### src/design/ssra_pkg.sv
// Shared types and constants of the swap slot reference count allocator.
// No dependencies; the interfaces, the top level and the sequencer import this package.
package ssra_pkg;

  localparam int SLOTS_DEF       = 1024;
  localparam int COUNT_WIDTH_DEF = 8;

  localparam int OPCODE_W   = 3;
  localparam int SLOT_W     = 10;
  localparam int BLOCK_W    = 32;
  localparam int COUNT_W    = 11;
  localparam int STATUS_W   = 2;
  localparam int MAP_WORD_W = 32;
  localparam int MAP_BIT_W  = 5;

  typedef enum logic [OPCODE_W-1:0] {
    OP_ALLOC      = 3'd0,
    OP_SHARE      = 3'd1,
    OP_RELEASE    = 3'd2,
    OP_DEC_GET    = 3'd3,
    OP_COUNT_FREE = 3'd4
  } opcode_e;

  typedef enum logic [STATUS_W-1:0] {
    ST_OK        = 2'd0,
    ST_NO_FREE   = 2'd1,
    ST_UNDERFLOW = 2'd2,
    ST_OVERFLOW  = 2'd3
  } status_e;

  typedef enum logic [1:0] {
    S_CLEAR,
    S_IDLE,
    S_EXEC,
    S_SCAN
  } state_e;

  typedef struct packed {
    logic [OPCODE_W-1:0] opcode;
    logic [SLOT_W-1:0]   slot_index;
  } item_t;

  typedef struct packed {
    logic [SLOT_W-1:0]   slot;
    logic [BLOCK_W-1:0]  block_address;
    logic [COUNT_W-1:0]  count;
    logic [STATUS_W-1:0] status;
  } result_t;

  typedef struct packed {
    logic in_valid;
    logic alloc_req;
    logic none_free;
    logic word_found;
    logic out_free;
    logic clear_done;
  } seq_status_t;

  typedef struct packed {
    logic in_ready;
    logic clearing;
    logic exec_done;
    logic scan_next;
    logic scan_commit;
  } seq_ctrl_t;

endpackage

### src/design/ssra_seq.sv
// Sequencer of the allocator: clear sweep, accept, execute and free map scan.
// Depends on ssra_pkg for the state, status and control types.
module ssra_seq import ssra_pkg::*; (
  input  logic        clk_i,
  input  logic        rst_ni,
  input  seq_status_t status_i,
  output seq_ctrl_t   ctrl_o
);

  state_e state_q, state_d;

  always_ff @(posedge clk_i or negedge rst_ni) begin
    if (!rst_ni) begin
      state_q <= S_CLEAR;
    end else begin
      state_q <= state_d;
    end
  end

  always_comb begin
    state_d = state_q;
    unique case (state_q)
      S_CLEAR: begin
        if (status_i.clear_done) state_d = S_IDLE;
      end
      S_IDLE: begin
        if (status_i.in_valid) begin
          if (status_i.alloc_req && !status_i.none_free) state_d = S_SCAN;
          else state_d = S_EXEC;
        end
      end
      S_EXEC: begin
        if (status_i.out_free) state_d = S_IDLE;
      end
      S_SCAN: begin
        if (status_i.word_found && status_i.out_free) state_d = S_IDLE;
      end
      default: state_d = S_CLEAR;
    endcase
  end

  always_comb begin
    ctrl_o             = '0;
    ctrl_o.in_ready    = (state_q == S_IDLE);
    ctrl_o.clearing    = (state_q == S_CLEAR);
    ctrl_o.exec_done   = (state_q == S_EXEC) && status_i.out_free;
    ctrl_o.scan_next   = (state_q == S_SCAN) && !status_i.word_found;
    ctrl_o.scan_commit = (state_q == S_SCAN) && status_i.word_found && status_i.out_free;
  end

endmodule
### config.mk
export PLATFORM = sky130hd
export DESIGN_NAME = ssra_seq
export DESIGN_NICKNAME = d
export VERILOG_FILES = /design/src/design/ssra_pkg.sv /design/src/design/ssra_seq.sv
export SDC_FILE = /design/constraint.sdc
export NUM_CORES = 1
export LEC_CHECK = 0
export BUFFER_PORTS_ARGS = -buffer_cell sky130_fd_sc_hd__buf_2
export CAP_MARGIN = 5
export CORE_AREA = 4 4 41 43
export CTS_BUF_LIST = sky130_fd_sc_hd__clkbuf_2 sky130_fd_sc_hd__clkbuf_4 sky130_fd_sc_hd__clkbuf_8
export DETAILED_ROUTE_END_ITERATION = 8
export DIE_AREA = 0 0 45 47
export MAX_ROUTING_LAYER = met4
export PLACE_DENSITY = 0.38
export SLEW_MARGIN = 20
export SYNTH_ARGS = -nofsm -noshare
export SYNTH_HDL_FRONTEND = slang
export SYNTH_SLANG_ARGS = --single-unit
### constraint.sdc
create_clock -name clk_i -period 0.99 [get_ports clk_i]
set_input_delay 0.099 -clock clk_i [delete_from_list [all_inputs] [get_ports clk_i]]
set_output_delay 0.099 -clock clk_i [all_outputs]
set_load 0.02 [all_outputs]
Word-level counts from Yosys, hierarchy flattened
Index checks and enable logic that the tools add are counted.
{"block": "op_classes", "n_eq_ne": 7, "n_mux": 6, "reduce_logical": 10}
{"operator": "2-bit two-way mux", "count": 4}
{"operator": "2-bit inequality test, second input constant", "count": 4}
{"operator": "2-bit one-hot mux with 4 select lines", "count": 1}
{"operator": "1-bit logical AND", "count": 6}
{"operator": "2-bit equality test, second input constant", "count": 2}
{"operator": "4-bit AND reduction", "count": 1}
{"operator": "2-bit by 1-bit equality test with 1-bit output, second input constant", "count": 1}
{"operator": "1-bit logical NOT", "count": 2}
{"operator": "2-bit logical NOT", "count": 1}
{"operator": "1-bit two-way mux", "count": 1}
{"block": "word_totals", "regBits": 2, "inputBits": 8, "out_inout_bits": 5, "wordCells": 24}

Logic depth before layout (Yosys ltp)
{"block": "logic_depth", "ltp_word": 5, "depth_mapped": 3}

Least setup slack after synthesis
OpenSTA, ideal clock, no wires.
{"block": "synth_timing", "path_type": "reg-to-reg", "startpoint": "register state_q[1]", "endpoint": "register state_q[0]", "arrival_ns": 0.858, "required_time_ns": 0.858, "setup_slack_ns": 0.000, "stages_incl_launch_ff": 4, "period_less_slack_ns": 0.990, "path_cell_list": "dfrtp_1 -> mux2_1 -> nor2_1 -> a31oi_1"}
{"block": "synth_between", "elab_chain_cells": 3, "elab_cells_between_ends": 10, "classes_between": "eq/ne (7); mux (1); reduce/logical (2)"}
{"element": "start, declared", "line_no": "ssra_seq.sv:10", "text": "state_e state_q, state_d;"}
{"element": "start signal, assigned", "line_no": "ssra_seq.sv:16", "text": "state_q <= state_d;"}
{"element": "2-bit equality test, or another cell as far along", "line_no": "ssra_seq.sv:22", "text": "unique case (state_q)"}
{"element": "2-bit inequality test (no source line)"}
{"element": "4-bit AND reduction (no source line)"}
Parallel ways exist; a longest one is shown, timed or not.
A chain may end at the register's enable or synchronous reset.

Worst setup path after layout
Same ends and word-level chain as after synthesis.

==> results.toml <==
[status]
outcome = "finished, violations left"
violations = "setup timing"

[sta]
rsz0062_at_grt = "true"
setup-tns-final_ps = -589
min_period_over_period_pct = 112
holdWs_ps = 116
post-route-min-period_ps = 1110
worst_pin_slew_ps = 170
slew_violations = 0
skew_ps = 0.912
hold_viol = 0
max_freq_mhz = 904
max_slew_margin_pct = 88.6
finalSetupViolCount = 7
setup_ws_ps = -116

[critical_path]
cp.required_ps = 1070
path_class = "register to register"
critPathBufInv = 1
cp_max_fo = 3
cp.arrival_ps = 1190
worstPathCellList = "buf_4, mux2_4, nor2_2, a31oi_1"
r2r-end = "state_q[0]$_DFFE_PN0P_"
path_depth = 4
critPathSlowestCell = "dfrtp_1"
r2r_cells = 4
startpoint_type = "register"
timing.rr.start = "state_q[1]$_DFFE_PN0P_"
crit_path_end_kind = "register"
critical_path.top_delay_family = "flip-flops"
startpoint = "state_q[1]$_DFFE_PN0P_"
critPathCapture = "state_q[0]$_DFFE_PN0P_"
r2r_slack_ps = -120
cpPeakStageDelay_ps = 380

[synthesis]
synth_area_leaders = "dfrtp_1, nor2_1, nor2b_1"
ys_seq_elements = 2
synth_cells = 20
synth_top_area_share_pct = 34.8
yosysSeqAreaShare_pct = 34.8
avgSynthCellArea_sq_um = 7.19
synth_fp_nets = 28
synth_area_sq_um = 144
yosys.area.top_type = "dfrtp_1"
synth.distinct_cells = 10
ys_warn_count = 0

[finish]
final_util_pct = 26.2
drive_gt1_share_pct = 71.1
num-fill-cells = 154
nets = 48
layout.cells.non_filler = 53
largest_registers = "state_q (2)"
antennaDiodeCount = 0
largest_reg_flops = 2
top_register = "state_q"
layout_common_cells = "buf_2, buf_6, buf_4"
final_common_cell = "buf_2"
area_delta_synth_final_pct = 137

[detailed_routing]
wl_per_cell_microns = 9.08
drt_wl_total_microns = 481
vias = 183
routed_via_density = 3.45
drtIter0Drc = 3
first_pass_iters = 2
drc_errors = 0
ant_nets = 0

[floorplanning]
start_util_pct = 11.1
num_rows = 13
die_w_microns = 45
core_sq_um = 1300
num_io_pins = 13
die_h_microns = 47
die_area_sq_um = 2120

[grt]
grt_overflow = 0
antenna_found_initial = 0
grt_pass1_vias = 203
grt_max_degree = 8
grt_pass1_wl_microns = 772
globalRouteTotalUtil_pct = 5.79

[placed_design]
dp.cells = 48
gp_congestion = 0.614
io_buffers = 12

[clock_tree]
root_buffer = "clkbuf_4"
cts_buffers = 3
cts.htree.levels = 1
clk_pin_slew_worst_paths_ps = 30
clk_latency_ps = 220
cts_num_sinks = 2
tritoncts = "built"
clk_path_buf_depth = 2

[flow_run]
drv_cap = 0

[power_and_ir_drop]
p_sw_share_pct = 40.5
clkPwrFrac_pct = 18.2
p_per_area_nw_per_um2 = 2850
p_comb_share_pct = 63.2
power.internal_w = 0.000577
vdd_ir_drop_max_mv = 0.978
power.share.sequential_pct = 18.6
total_leakage_power_nw = 0.162
switchingPower_w = 0.000393

[worst_hold_path]
worstHoldPathType = "input pin to register"
==> power groups by stage <==
stage	clock [W]	sequential, W	combinational [W]
floorplan	0	0.000172	0.000241
CTS	0.000189	0.000168	0.000521
global route	0.000190	0.000189	0.000658
detailed placement	0	0.000168	0.000380
finish	0.000177	0.000180	0.000613
global placement	0	0.000169	0.000381
==> layout make-up <==
class                           instances  area (sq um)  share of cell area, %
Clock buffer                            3          22.5                   6.62
Sequential cell                         2          51.3                   15.1
Multi-Input combinational cell         16           124                   36.4
Tap cell                               15          18.8                   5.51
Inverter                                1          3.75                   1.10
Timing Repair Buffer                   16           120                   35.3
==> metrics by stage <==
| step | area [sq um] | power [W] | setup WS [ps] |
|---|---|---|---|
| after floorplan | 144 | 0.000413 | 0.238 |
| after global placement | 230 | 0.000550 | 17.3 |
| after detailed placement | 230 | 0.000548 | 9.50 |
| after CTS | 302 | 0.000878 | -104 |
| after global routing | 340 | 0.00104 | -160 |
| final | 340 | 0.000970 | -116 |
==> layer usage <==
layer | GRT usage (%) | share of wire [%] | wire length (microns)
met1 | 5.91 | 43 | 208
met2 | 7.63 | 51 | 246
met3 | 2.30 | 5.4 | 26
met4 | 7.02 | 0 | 0
met5 | - | 0 | 0
==> repair_timing <==
item / in CTS / in global routing
setup buffers: 1 / 0
setup endpoints to repair: 5 / 7
endpoints found under the hold margin: 2 / 0
gates resized for setup: 11 / 11
pin swaps: 2 / 2
hold buffers: 1 / 0
==> cells by family (layout without fill, tap and decap cells) <==
kind of cell	after synthesis	count (layout)	share of synthesized area (%)
AOI/OAI and AO/OA	3	3	11.3
buffers and inverters	2	20	7.83
DFF	2	2	34.8
muxes	1	1	7.83
and+or+nand+nor	12	12	38.3
==> worst min path at each step <==
stage               depth (start not counted)         from                      to
floorplan                                   0       rst_ni  state_q[0]$_DFFE_PN0P_
global placement                            1       rst_ni  state_q[0]$_DFFE_PN0P_
detailed placement                          1       rst_ni  state_q[0]$_DFFE_PN0P_
CTS                                         2  status_i[1]  state_q[1]$_DFFE_PN0P_
global route                                2  status_i[1]  state_q[1]$_DFFE_PN0P_
finish                                      2  status_i[1]  state_q[1]$_DFFE_PN0P_
==> Yosys cell counts <==
| master | n |
|---|---|
| mux2_1 | 1 |
| nor2b_1 | 3 |
| a31oi_1 | 1 |
| nand2_1 | 3 |
| dfrtp_1 | 2 |
| inv_1 | 1 |
| nand2b_1 | 1 |
| o21ai_1 | 2 |
| nor2_1 | 5 |
| buf_4 | 1 |
No activity file was read; power rests on OpenSTA's default activity.
